$ cat src/hw/rtl/ipdc_pkg.sv
`timescale 1ns / 1ps
`default_nettype none

package ipdc_pkg;

    // Prescaler lengths in millisecond ticks.
    localparam int TICKS_PER_TENTH  = 100;
    localparam int TICKS_PER_SECOND = 1000;

    localparam int TP_W   = 7;   // tenth prescaler width
    localparam int SP_W   = 10;  // second prescaler width
    localparam int IDLE_W = 20;  // idle counter width, in tenths
    localparam int SEC_W  = 16;  // threshold register width, in seconds
    localparam int CD_W   = 4;   // countdown width
    localparam int EV_W   = 3;   // event code width
    localparam int STG_W  = 3;   // stage code width
    localparam int CIDX_W = 8;   // configuration index width
    localparam int CDAT_W = 16;  // configuration data width

    localparam logic [IDLE_W-1:0] IDLE_MAX = {IDLE_W{1'b1}};

    // Register reset values.
    localparam logic [SEC_W-1:0] DEMO_WAIT_RST  = 16'd300;
    localparam logic [SEC_W-1:0] SLEEP_WAIT_RST = 16'd900;
    localparam logic [CD_W-1:0]  CD_START_RST   = 4'd10;

    // Operating stage codes. Codes above the model stage are unknown and
    // behave like the user stage.
    localparam logic [STG_W-1:0] STAGE_USER        = 3'd0;
    localparam logic [STG_W-1:0] STAGE_RUN         = 3'd1;
    localparam logic [STG_W-1:0] STAGE_AGING       = 3'd2;
    localparam logic [STG_W-1:0] STAGE_ENGINEERING = 3'd3;
    localparam logic [STG_W-1:0] STAGE_MODEL       = 3'd4;

    typedef enum logic [1:0] {
        MODE_IDLE  = 2'd0,
        MODE_DEMO  = 2'd1,
        MODE_COUNT = 2'd2,
        MODE_SLEEP = 2'd3
    } t_mode;

    typedef enum logic [EV_W-1:0] {
        EV_NONE       = 3'd0,
        EV_ENTER_DEMO = 3'd1,
        EV_QUIT_DEMO  = 3'd2,
        EV_COUNT      = 3'd3,
        EV_QUIT_COUNT = 3'd4,
        EV_SLEEP      = 3'd5,
        EV_STANDBY    = 3'd6
    } t_event;

    typedef enum logic [CIDX_W-1:0] {
        CFG_DEMO_WAIT   = 8'd0,
        CFG_SLEEP_WAIT  = 8'd1,
        CFG_ENERGY_SAVE = 8'd2,
        CFG_CD_START    = 8'd3
    } t_cfg_idx;

    // Seconds to tenths: x*8 + x*2, which always fits in the idle width.
    function automatic logic [IDLE_W-1:0] sec_to_tenths(input logic [SEC_W-1:0] sec);
        logic [IDLE_W-1:0] ext;
        ext = {{(IDLE_W-SEC_W){1'b0}}, sec};
        return (ext << 3) + (ext << 1);
    endfunction

endpackage

`default_nettype wire

$ cat src/hw/rtl/inactivity_power_down_controller_unit.sv
`timescale 1ns / 1ps
`default_nettype none
// Flow: a beat accepted into the input register has its result registered in the result
// register when it moves on; an output stall with a full result register holds it back.
// Throughput: one beat per cycle unless the receiver stalls, set by the mode and
// counter update done for each beat.
// Reset: synchronous, active low; empties both registers, sets idle mode, clears the
// idle counter, prescalers and flags, and loads the configuration reset values.
module inactivity_power_down_controller_unit (
    input  wire                          i_clk,
    input  wire                          i_rst_n,
    // Input channel
    input  wire                          i_in_valid,
    output logic                         o_in_stall,
    input  wire                          i_tick_1ms,
    input  wire  [ipdc_pkg::STG_W-1:0]   i_stage,
    input  wire                          i_key_pressed,
    input  wire                          i_quick_in,
    // Result channel
    output logic                         o_out_valid,
    input  wire                          i_out_stall,
    output logic [ipdc_pkg::EV_W-1:0]    o_event_res,
    output logic [ipdc_pkg::CD_W-1:0]    o_countdown_value,
    // Configuration write channel
    input  wire                          i_cfg_valid,
    output logic                         o_cfg_ready,
    input  wire  [ipdc_pkg::CIDX_W-1:0]  i_cfg_index,
    input  wire  [ipdc_pkg::CDAT_W-1:0]  i_cfg_data
);

    localparam int TP_W   = ipdc_pkg::TP_W;
    localparam int SP_W   = ipdc_pkg::SP_W;
    localparam int IDLE_W = ipdc_pkg::IDLE_W;
    localparam int CD_W   = ipdc_pkg::CD_W;
    localparam int SEC_W  = ipdc_pkg::SEC_W;

    // ------------------------------------------------------------------
    // Configuration. Thresholds are kept already scaled to tenths, so the
    // per-beat path only has to compare.
    // ------------------------------------------------------------------
    logic [IDLE_W-1:0] r_demo_thr;
    logic [IDLE_W-1:0] r_sleep_thr;
    logic              r_energy_en;
    logic [CD_W-1:0]   r_cd_start;

    assign o_cfg_ready = 1'b1;

    always_ff @(posedge i_clk) begin
        if (!i_rst_n) begin
            r_demo_thr  <= ipdc_pkg::sec_to_tenths(ipdc_pkg::DEMO_WAIT_RST);
            r_sleep_thr <= ipdc_pkg::sec_to_tenths(ipdc_pkg::SLEEP_WAIT_RST);
            r_energy_en <= 1'b1;
            r_cd_start  <= ipdc_pkg::CD_START_RST;
        end else if (i_cfg_valid && o_cfg_ready) begin
            unique case (i_cfg_index)
                ipdc_pkg::CFG_DEMO_WAIT: begin
                    r_demo_thr <= ipdc_pkg::sec_to_tenths(i_cfg_data[SEC_W-1:0]);
                end
                ipdc_pkg::CFG_SLEEP_WAIT: begin
                    r_sleep_thr <= ipdc_pkg::sec_to_tenths(i_cfg_data[SEC_W-1:0]);
                end
                ipdc_pkg::CFG_ENERGY_SAVE: begin
                    r_energy_en <= i_cfg_data[0];
                end
                ipdc_pkg::CFG_CD_START: begin
                    r_cd_start <= i_cfg_data[CD_W-1:0];
                end
                default: begin
                end
            endcase
        end
    end

    // ------------------------------------------------------------------
    // Handshake. The input register can take a new beat whenever it is empty
    // or its beat moves into the result register, so a waiting result does
    // not block the upstream side until both registers are full.
    // ------------------------------------------------------------------
    logic                        r_in_valid;
    logic                        r_in_tick;
    logic [ipdc_pkg::STG_W-1:0]  r_in_stage;
    logic                        r_in_key;
    logic                        r_in_quick;
    logic                        r_out_valid;
    logic                        w_step;
    logic                        w_load;

    assign w_step     = r_in_valid && (!r_out_valid || !i_out_stall);
    assign o_in_stall = r_in_valid && r_out_valid && i_out_stall;
    assign w_load     = i_in_valid && !o_in_stall;

    always_ff @(posedge i_clk) begin
        if (!i_rst_n) begin
            r_in_valid <= 1'b0;
        end else if (w_load) begin
            r_in_valid <= 1'b1;
        end else if (w_step) begin
            r_in_valid <= 1'b0;
        end
    end

    always_ff @(posedge i_clk) begin
        if (w_load) begin
            r_in_tick  <= i_tick_1ms;
            r_in_stage <= i_stage;
            r_in_key   <= i_key_pressed;
            r_in_quick <= i_quick_in;
        end
    end

    always_ff @(posedge i_clk) begin
        if (!i_rst_n) begin
            r_out_valid <= 1'b0;
        end else if (w_step) begin
            r_out_valid <= 1'b1;
        end else if (!i_out_stall) begin
            r_out_valid <= 1'b0;
        end
    end

    // ------------------------------------------------------------------
    // Controller state.
    // ------------------------------------------------------------------
    ipdc_pkg::t_mode   r_mode,  n_mode;
    logic [IDLE_W-1:0] r_idle,  n_idle;
    logic [CD_W-1:0]   r_cd,    n_cd;
    logic [TP_W-1:0]   r_tp,    n_tp;
    logic [SP_W-1:0]   r_sp,    n_sp;
    logic              r_tf,    n_tf;
    logic              r_sf,    n_sf;

    // Prescalers first: the tick is counted before anything else looks at
    // the flags.
    logic [TP_W:0]     w_tp_sum;
    logic [SP_W:0]     w_sp_sum;
    logic [TP_W-1:0]   w_tp;
    logic [SP_W-1:0]   w_sp;
    logic              w_tf;
    logic              w_sf;

    always_comb begin
        w_tp_sum = {1'b0, r_tp} + (TP_W+1)'(1);
        w_sp_sum = {1'b0, r_sp} + (SP_W+1)'(1);
        w_tp = r_tp;
        w_sp = r_sp;
        w_tf = r_tf;
        w_sf = r_sf;
        if (r_in_tick) begin
            if (w_tp_sum >= (TP_W+1)'(ipdc_pkg::TICKS_PER_TENTH)) begin
                w_tp = '0;
                w_tf = 1'b1;
            end else begin
                w_tp = w_tp_sum[TP_W-1:0];
            end
            if (w_sp_sum >= (SP_W+1)'(ipdc_pkg::TICKS_PER_SECOND)) begin
                w_sp = '0;
                w_sf = 1'b1;
            end else begin
                w_sp = w_sp_sum[SP_W-1:0];
            end
        end
    end

    // Quick-in jumps the idle time to the sleep threshold. A key in idle mode
    // restarts the idle time before the tenth check sees it.
    logic [IDLE_W-1:0] w_idle_q;
    logic [IDLE_W-1:0] w_idle_x;
    logic [IDLE_W-1:0] w_idle_inc;
    logic              w_protect;
    logic              w_sleep_due;
    logic              w_demo_due;
    logic              w_cd_more;
    logic [CD_W-1:0]   w_cd_dec;

    always_comb begin
        w_idle_q  = r_in_quick ? r_sleep_thr : r_idle;
        // Program run, aging test, engineering and model hold the block in idle,
        // except that engineering gives way once the demo threshold is passed.
        w_protect = (r_in_stage >= ipdc_pkg::STAGE_RUN) &&
                    (r_in_stage <= ipdc_pkg::STAGE_MODEL) &&
                    !((r_in_stage == ipdc_pkg::STAGE_ENGINEERING) &&
                      (w_idle_q > r_demo_thr));
        w_idle_x  = ((r_mode == ipdc_pkg::MODE_IDLE) && r_in_key) ? '0 : w_idle_q;
        w_idle_inc  = (w_idle_x == ipdc_pkg::IDLE_MAX) ? w_idle_x
                                                        : w_idle_x + IDLE_W'(1);
        w_sleep_due = r_energy_en && (w_idle_x >= r_sleep_thr);
        w_demo_due  = w_idle_x >= r_demo_thr;
        w_cd_more   = r_cd > CD_W'(1);
        w_cd_dec    = r_cd - CD_W'(1);
    end

    // Next state.
    always_comb begin
        n_mode = r_mode;
        n_idle = w_idle_x;
        n_cd   = r_cd;
        n_tp   = w_tp;
        n_sp   = w_sp;
        n_tf   = w_tf;
        n_sf   = w_sf;
        if (w_protect) begin
            n_idle = '0;
            n_mode = ipdc_pkg::MODE_IDLE;
            if (r_mode == ipdc_pkg::MODE_COUNT) begin
                n_cd = r_cd_start;
            end
        end else begin
            unique case (r_mode)
                ipdc_pkg::MODE_IDLE: begin
                    if (w_tf) begin
                        n_tf = 1'b0;
                        if (w_sleep_due) begin
                            n_sf   = 1'b0;
                            n_sp   = '0;
                            n_mode = ipdc_pkg::MODE_COUNT;
                        end else if (w_demo_due) begin
                            n_mode = ipdc_pkg::MODE_DEMO;
                        end else begin
                            n_idle = w_idle_inc;
                        end
                    end
                end
                ipdc_pkg::MODE_DEMO: begin
                    if (r_in_key) begin
                        n_idle = '0;
                        n_tf   = 1'b0;
                        n_mode = ipdc_pkg::MODE_IDLE;
                    end else if (w_tf) begin
                        n_tf = 1'b0;
                        if (w_sleep_due) begin
                            n_sf   = 1'b0;
                            n_sp   = '0;
                            n_mode = ipdc_pkg::MODE_COUNT;
                        end else begin
                            n_idle = w_idle_inc;
                        end
                    end
                end
                ipdc_pkg::MODE_COUNT: begin
                    if (r_in_key) begin
                        n_sf   = 1'b0;
                        n_idle = '0;
                        n_cd   = r_cd_start;
                        n_mode = ipdc_pkg::MODE_IDLE;
                    end else if (w_sf) begin
                        n_sf = 1'b0;
                        n_sp = '0;
                        if (w_cd_more) begin
                            n_cd = w_cd_dec;
                        end else begin
                            n_cd   = r_cd_start;
                            n_mode = ipdc_pkg::MODE_SLEEP;
                        end
                    end
                end
                ipdc_pkg::MODE_SLEEP: begin
                    // Any user-stage beat after sleep reports the standby request.
                    n_idle = '0;
                    n_sp   = '0;
                    n_sf   = 1'b0;
                    n_mode = ipdc_pkg::MODE_IDLE;
                end
                default: begin
                end
            endcase
        end
    end

    // Result of the beat.
    ipdc_pkg::t_event  w_ev;
    logic [CD_W-1:0]   w_val;

    always_comb begin
        w_ev  = ipdc_pkg::EV_NONE;
        w_val = '0;
        if (!w_protect) begin
            unique case (r_mode)
                ipdc_pkg::MODE_IDLE: begin
                    if (w_tf) begin
                        if (w_sleep_due) begin
                            w_ev  = ipdc_pkg::EV_COUNT;
                            w_val = r_cd;
                        end else if (w_demo_due) begin
                            w_ev = ipdc_pkg::EV_ENTER_DEMO;
                        end
                    end
                end
                ipdc_pkg::MODE_DEMO: begin
                    if (r_in_key) begin
                        w_ev = ipdc_pkg::EV_QUIT_DEMO;
                    end else if (w_tf && w_sleep_due) begin
                        w_ev  = ipdc_pkg::EV_COUNT;
                        w_val = r_cd;
                    end
                end
                ipdc_pkg::MODE_COUNT: begin
                    if (r_in_key) begin
                        w_ev = ipdc_pkg::EV_QUIT_COUNT;
                    end else if (w_sf) begin
                        if (w_cd_more) begin
                            w_ev  = ipdc_pkg::EV_COUNT;
                            w_val = w_cd_dec;
                        end else begin
                            w_ev = ipdc_pkg::EV_SLEEP;
                        end
                    end
                end
                ipdc_pkg::MODE_SLEEP: begin
                    w_ev = ipdc_pkg::EV_STANDBY;
                end
                default: begin
                end
            endcase
        end
    end

    // State only advances when a beat moves into the result register.
    always_ff @(posedge i_clk) begin
        if (!i_rst_n) begin
            r_mode <= ipdc_pkg::MODE_IDLE;
            r_idle <= '0;
            r_cd   <= ipdc_pkg::CD_START_RST;
            r_tp   <= '0;
            r_sp   <= '0;
            r_tf   <= 1'b0;
            r_sf   <= 1'b0;
        end else if (w_step) begin
            r_mode <= n_mode;
            r_idle <= n_idle;
            r_cd   <= n_cd;
            r_tp   <= n_tp;
            r_sp   <= n_sp;
            r_tf   <= n_tf;
            r_sf   <= n_sf;
        end
    end

    always_ff @(posedge i_clk) begin
        if (w_step) begin
            o_event_res       <= w_ev;
            o_countdown_value <= w_val;
        end
    end

    assign o_out_valid = r_out_valid;

endmodule

`default_nettype wire

$ cat config.mk
export PLATFORM = sky130hd
export DESIGN_NAME = inactivity_power_down_controller_unit
export DESIGN_NICKNAME = d
export VERILOG_FILES = /design/src/hw/rtl/ipdc_pkg.sv /design/src/hw/rtl/inactivity_power_down_controller_unit.sv
export SDC_FILE = /design/constraint.sdc
export NUM_CORES = 1
export LEC_CHECK = 0
export ABC_CLOCK_PERIOD_IN_PS = 4500
export BUFFER_PORTS_ARGS = -buffer_cell sky130_fd_sc_hd__buf_4
export CAP_MARGIN = 20
export CORE_UTILIZATION = 50
export CTS_CLUSTER_DIAMETER = 150
export DETAILED_ROUTE_END_ITERATION = 6
export PLACE_DENSITY_LB_ADDON = 0.12
export SKIP_CTS_REPAIR_TIMING = 1
export SLEW_MARGIN = 20
export SYNTH_ARGS = -nofsm -noshare
export SYNTH_HDL_FRONTEND = slang
export SYNTH_SLANG_ARGS = --single-unit
$ cat constraint.sdc
create_clock -name i_clk -period 4.5 [get_ports i_clk]
set_clock_uncertainty 0.1 [all_clocks]
set_input_delay 0.9 -clock i_clk [delete_from_list [all_inputs] [get_ports i_clk]]
set_output_delay 0.9 -clock i_clk [all_outputs]
set_load 0.01 [all_outputs]
======== Word-level counts from Yosys, hierarchy flattened ========
Index checks and enable logic that the tools add are counted.
word-level totals
  register bits after elaboration ......... 105
  output and inout port bits .............. 10
operators by class
  $add $sub $neg .......................... 5
  order comparisons ....................... 8
  eq/ne operators ......................... 15
  mux-type cells .......................... 71
  reduce and logical (&&, ||, !) cells .... 28
operator list
  cell                                                    count
  2-to-1 mux 20 bit                                       11
  2-to-1 mux 10 bit                                       8
  one-hot mux 20 bit (4 select lines)                     1
  2-to-1 mux 4 bit                                        13
  >= comparator 20 bit                                    2
  one-hot mux 10 bit (4 select lines)                     1
  2-to-1 mux 2 bit                                        14
  adder 19 x 17 -> 20 bit                                 1
  adder 20 x 1 -> 20 bit (second input constant)          1
  equality test 20 bit (second input constant)            1
  > comparator 20 bit                                     1
  != test 4 bit (second input constant)                   5
  equality test 8 x 2 -> 1 bit (second input constant)    2
  2-to-1 mux 1 bit                                        15
  one-hot mux 3 bit (4 select lines)                      1
  one-hot mux 4 bit (3 select lines)                      1
  adder 10 x 1 -> 11 bit (second input constant)          1
  >= comparator 11 x 10 -> 1 bit (second input constant)  1
  logical AND 1 bit                                       10
  AND reduction 2 bit                                     5
  2-to-1 mux 3 bit                                        3
  adder 7 x 1 -> 8 bit (second input constant)            1
  equality test 8 x 1 -> 1 bit (second input constant)    1
  >= comparator 8 x 7 -> 1 bit (second input constant)    1
  other kinds (21)                                        26

======== Longest topological paths before layout ========
  depth in word-level cells ............... 10
  mapped depth ............................ 17

======== Worst setup path after synthesis ========
Ideal clock, no wire load.
  kind .................................... register -> register
  start point ............................. reg r_mode[1]
  end point ............................... reg r_idle[19]
  setup time .............................. 0.117 ns
  arrival ................................. 3.734 ns
  required time ........................... 4.283 ns
  path slack .............................. 0.548 ns
  cell stages (with the launch flop) ...... 18
  buffers on the path ..................... 4
  period minus slack after synthesis ...... 3.952 ns
  cell sequence ........................... dfxtp_1 buf_2 or3b_4 buf_6 clkbuf_1 nand2_1 inv_1 ha_1 and4_1 nor4b_1 o2111ai_1 o31ai_1 o21a_1 buf_2 nor2_1 a31oi_1 o21ai_0 a32o_1
between the ends
  word-level cells in the longest chain between the ends .. 10
RTL lines
  element                                                        RTL line                                                                                    text
  from (decl)                                                    inactivity_power_down_controller_unit.sv:124                                                ipdc_pkg::t_mode r_mode, n_mode;
  from (signal assigned)                                         inactivity_power_down_controller_unit.sv:320                                                r_mode <= ipdc_pkg::MODE_IDLE;
  from (signal assigned)                                         inactivity_power_down_controller_unit.sv:328                                                r_mode <= n_mode;
  zero test 2 bit                                                inactivity_power_down_controller_unit.sv:183, inactivity_power_down_controller_unit.sv:208
  logical AND 1 bit                                              inactivity_power_down_controller_unit.sv:183                                                w_idle_x = ((r_mode == ipdc_pkg::MODE_IDLE) && r_in_key) ? '0 : w_idle_q;
  2-to-1 mux 20 bit                                              inactivity_power_down_controller_unit.sv:183
  adder 20 x 1 -> 20 bit (tied with other cells)                 inactivity_power_down_controller_unit.sv:185                                                : w_idle_x + IDLE_W'(1);
  2-to-1 mux 20 bit / logical AND 1 bit (equally long branches)  inactivity_power_down_controller_unit.sv:184, inactivity_power_down_controller_unit.sv:186
  2-to-1 mux 20 bit (on tied branches)                           inactivity_power_down_controller_unit.sv:230, inactivity_power_down_controller_unit.sv:216
  2-to-1 mux 20 bit (on tied branches)                           inactivity_power_down_controller_unit.sv:228, inactivity_power_down_controller_unit.sv:212
  2-to-1 mux 20 bit (on tied branches)                           inactivity_power_down_controller_unit.sv:224, inactivity_power_down_controller_unit.sv:210
  one-hot mux 20 bit (4 select lines) (*)                        inactivity_power_down_controller_unit.sv:208                                                unique case (r_mode)
  2-to-1 mux 20 bit (*)                                          inactivity_power_down_controller_unit.sv:201                                                if (w_protect) begin
  to (signal assigned)                                           inactivity_power_down_controller_unit.sv:329                                                r_idle <= n_idle;
  to (decl)                                                      inactivity_power_down_controller_unit.sv:125                                                logic [IDLE_W-1:0] r_idle, n_idle;
Every way passes the cells marked *; elsewhere a longest branch is shown, timed or not.
A chain may end at the register's enable or synchronous reset.

======== Worst setup path after layout ========
  start point ............................. reg r_in_quick
  end point ............................... reg r_cd[1]
between the ends
  word-level cells in the longest chain between the ends .. 7
RTL lines
  element                               RTL line                                      text
  from (decl)                           inactivity_power_down_controller_unit.sv:83   logic r_in_quick;
  from (signal assigned)                inactivity_power_down_controller_unit.sv:107  r_in_quick <= i_quick_in;
  2-to-1 mux 20 bit (*)                 inactivity_power_down_controller_unit.sv:176  w_idle_q = r_in_quick ? r_sleep_thr : r_idle;
  > comparator 20 bit (*)               inactivity_power_down_controller_unit.sv:182  (w_idle_q > r_demo_thr));
  logical AND 1 bit (*)                 inactivity_power_down_controller_unit.sv:181  !((r_in_stage == ipdc_pkg::STAGE_ENGINEERING) &&
  zero test 1 bit (*)                   inactivity_power_down_controller_unit.sv:181
  logical AND 1 bit (*)                 inactivity_power_down_controller_unit.sv:180  (r_in_stage <= ipdc_pkg::STAGE_MODEL) &&
  nonzero test 3 bit (no source line)   n/a
  AND reduction 3 bit (no source line)  n/a
  to (signal assigned)                  inactivity_power_down_controller_unit.sv:322  r_cd <= ipdc_pkg::CD_START_RST;
  to (signal assigned)                  inactivity_power_down_controller_unit.sv:330  r_cd <= n_cd;
  to (decl)                             inactivity_power_down_controller_unit.sv:126  logic [CD_W-1:0] r_cd, n_cd;
Marks and branches as above.

==> metrics.txt <==
Final Hold Fails 0; CTS clock-pin slew for the worst setup and hold paths 0.08 ns; routed len/inst between 15 and 20 µm; initial core utilization between 50% and 60%; GR Util met1 43.99%; sequence of cells on the critical path buf_12 > buf_4 > mux2i_1 > inv_1 > ha_1 > nand4_1 > nor4_1 > buf_4 > o21ai_0 > o211a_1 > a21o_2 > o311ai_1 > buf_4 > a211oi_1 > a211o_1; worst-skew pair later-pin latency 0.37 ns; measured slew at the worst slew-check pin 0.9903 ns; YS warnings 0; Post-Syn Area 8402 µm²; # rows 47; GR met3 Demand/Resource under 10%; IO Pins 45; CTS Root Cell clkbuf_16; Post-DP Area 9204 µm²; top area cells in the synthesized netlist dfxtp_1, ha_1, a21oi_1, nand2_1, edfxtp_1; RSZ-0062 raised after global routing false; CP Capture Type flop; initial DRC count approximately 1000; Max-slew headroom 33.98%; core area between 15000 and 20000 µm²; share of cells above drive strength 1 12.42%; Synth Flop Type dfxtp_1; CP max-delay cell o311ai_1; I/O Buffers 43; biggest cell delay along the critical path 0.45 ns; P_leak around 0.004 µW; crit path kind reg2reg; post-synth cell types 81; status finished, final reports clean; total number of vias approximately 8800; post-detail-place hpwl 21440 µm; Fmax between 200 and 250 MHz; CP Data Required Time roughly 4.7 ns; busiest layer in global routing met2; post-synthesis sequential area ratio 26.09%; design area 9527 µm²; via/cell ratio 6.276; #FFs+latches synth 103; crit path time final 4.233 ns; Tcrit/Tclk final a little over nine tenths; Final GP Congestion ~1; R2R setup slack 0.27 ns; largest net degree at the start of global routing 37; most frequent CP cell buf_4; gr ovfl total 0; Post-Syn Nets 1231; H-tree depth 3; worst-path maximum fanout 17; Yosys top cell area share 21.44%; first-pass GRT wire length 43950 µm; P&R area growth vs syn 13.39%; drt pass-1 iters 6; Die Width 131.6 µm; total CTS buffers 9; clk sinks 103; setup_tns 0 ns; Max Slew Vio Count 0; Post-synth ARST share 0%; Worst VDD drop roughly 0.19 mV; Hold WC Path Type reg2reg; Post-synth EDFFs 13; post-route ant nets 0; Final Setup Violations 0; pwr dens 223.1 nW/µm²; # nets final 1288; vias in the first global route around 8000; Arr. time, crit path ~4.4 ns; global-route usage over all layers 32.30%; Mapped Cells 1122; syn_area_per_cell 7.488 µm²; # DRC 0; met2 Track Usage GR 48.56%; CTS tree yes; Die Height ~130 µm; die area 17330 µm²; max cap viols 0; Critical Path Start Type flop; cell accounting for the most synthesized area dfxtp_1; initial antenna violation count 0; clock buffer depth 2; DRT Wirelength ~28000 µm
==> registers in the layout (all words and copies together) (netlist names), 4 cells and up <==
name and flops:
r_cd_start 4, r_demo_thr 19, r_sleep_thr 19, r_cd 4, r_sp 10, o_countdown_value 4, r_idle 20, r_tp 7
==> worst max-delay path, delay by kind of cell, from the launching register on <==
family / cells / cell delay (ns)
adders and majority gates: 1 / 0.32
DFF: 1 / 0.38
muxes: 1 / 0.42
buffers and inverters: 5 / 0.97
AOI/OAI and AO/OA: 6 / 1.55
and+or+nand+nor: 2 / 0.38
==> metal layers <==
metal  part of all wire [%]  up-vias
li1                       -     4231
met1                     45     4080
met2                     42      437
met3                    8.3       70
met4                    4.0        0
met5                      0        -
==> metrics by stage <==
step | total power, µW | cells | setup slack (ns) | util (%) | hold WS (ns)
floorplan | 1177 | 1122 | 0.5483 | - | 0.3244
global placement | 1306 | 1388 | 0.2581 | 55.90 | 0.3407
detailed placement | 1307 | 1388 | 0.1170 | 55.90 | 0.3487
CTS | 2131 | 1404 | 0.1036 | 57.79 | 0.3590
global route | 2197 | 1404 | 0.01608 | 57.84 | 0.3776
finish | 2126 | 1405 | 0.2674 | 57.86 | 0.3564
==> power breakdown <==
part	total (µW)	switching, µW	internal (µW)
Clock	832	434	399
Combinational	345	212	133
Sequential	949	8.92	940
Total	2130	654	1470
==> cell families (layout without fill, tap and decap cells) <==
| family | count (synthesis) | count (layout) | synth area share [%] |
|---|---|---|---|
| xor gates and xnor gates | 27 | 27 | 2.815 |
| muxes | 28 | 28 | 3.604 |
| adders and majority gates | 74 | 74 | 11.11 |
| buffers and inverters | 138 | 200 | 6.731 |
| AOI/OAI and AO/OA | 324 | 324 | 24.90 |
| and+or+nand+nor | 427 | 427 | 24.71 |
| other | 1 | 2 | 0.04463 |
| DFF | 103 | 103 | 26.09 |
==> path summary, 6_finish.rpt <==
check,cells after the start,from,endpoint
setup / recovery,15,r_in_quick,r_cd[1]
hold / removal,2,r_demo_thr[12],r_demo_thr[12]
setup reg to reg,15,r_in_quick,r_cd[1]
hold reg to reg,2,r_demo_thr[12],r_demo_thr[12]
==> cell usage after synthesis, types with 9 or more instances <==
cell,count
nand2_1,133
a21oi_1,103
nor2_1,94
dfxtp_1,90
inv_1,79
ha_1,73
o21ai_0,56
nand3_1,42
clkbuf_1,40
nor3_1,39
nand4_1,29
mux2i_1,21
a21o_1,20
a31oi_1,20
xnor2_1,17
and3_1,16
o211ai_1,16
o31ai_1,14
a211oi_1,13
edfxtp_1,13
nor4_1,12
xor2_1,10
nor2b_1,9
==> cell usage in the layout, fill, tap and decap left out, types with 21 or more instances in the layout <==
| cell type | n |
|---|---|
| a21oi_1 | 103 |
| buf_4 | 99 |
| dfxtp_1 | 90 |
| ha_1 | 73 |
| inv_1 | 79 |
| mux2i_1 | 21 |
| nand2_1 | 133 |
| nand3_1 | 42 |
| nand4_1 | 29 |
| nor2_1 | 94 |
| nor3_1 | 39 |
| o21ai_0 | 56 |
==> area by class of cell <==
cell class	count	area (µm²)
clock buffers	9	225.2
fillers	1584	6939
clock inverters	7	86.33
inverters	84	315.3
diodes	1	2.502
multi-input cells	881	5667
well taps	220	275.3
flip-flops and latches	103	2192
repair buffers	100	763.2
(Power assumes the default switching activity.)
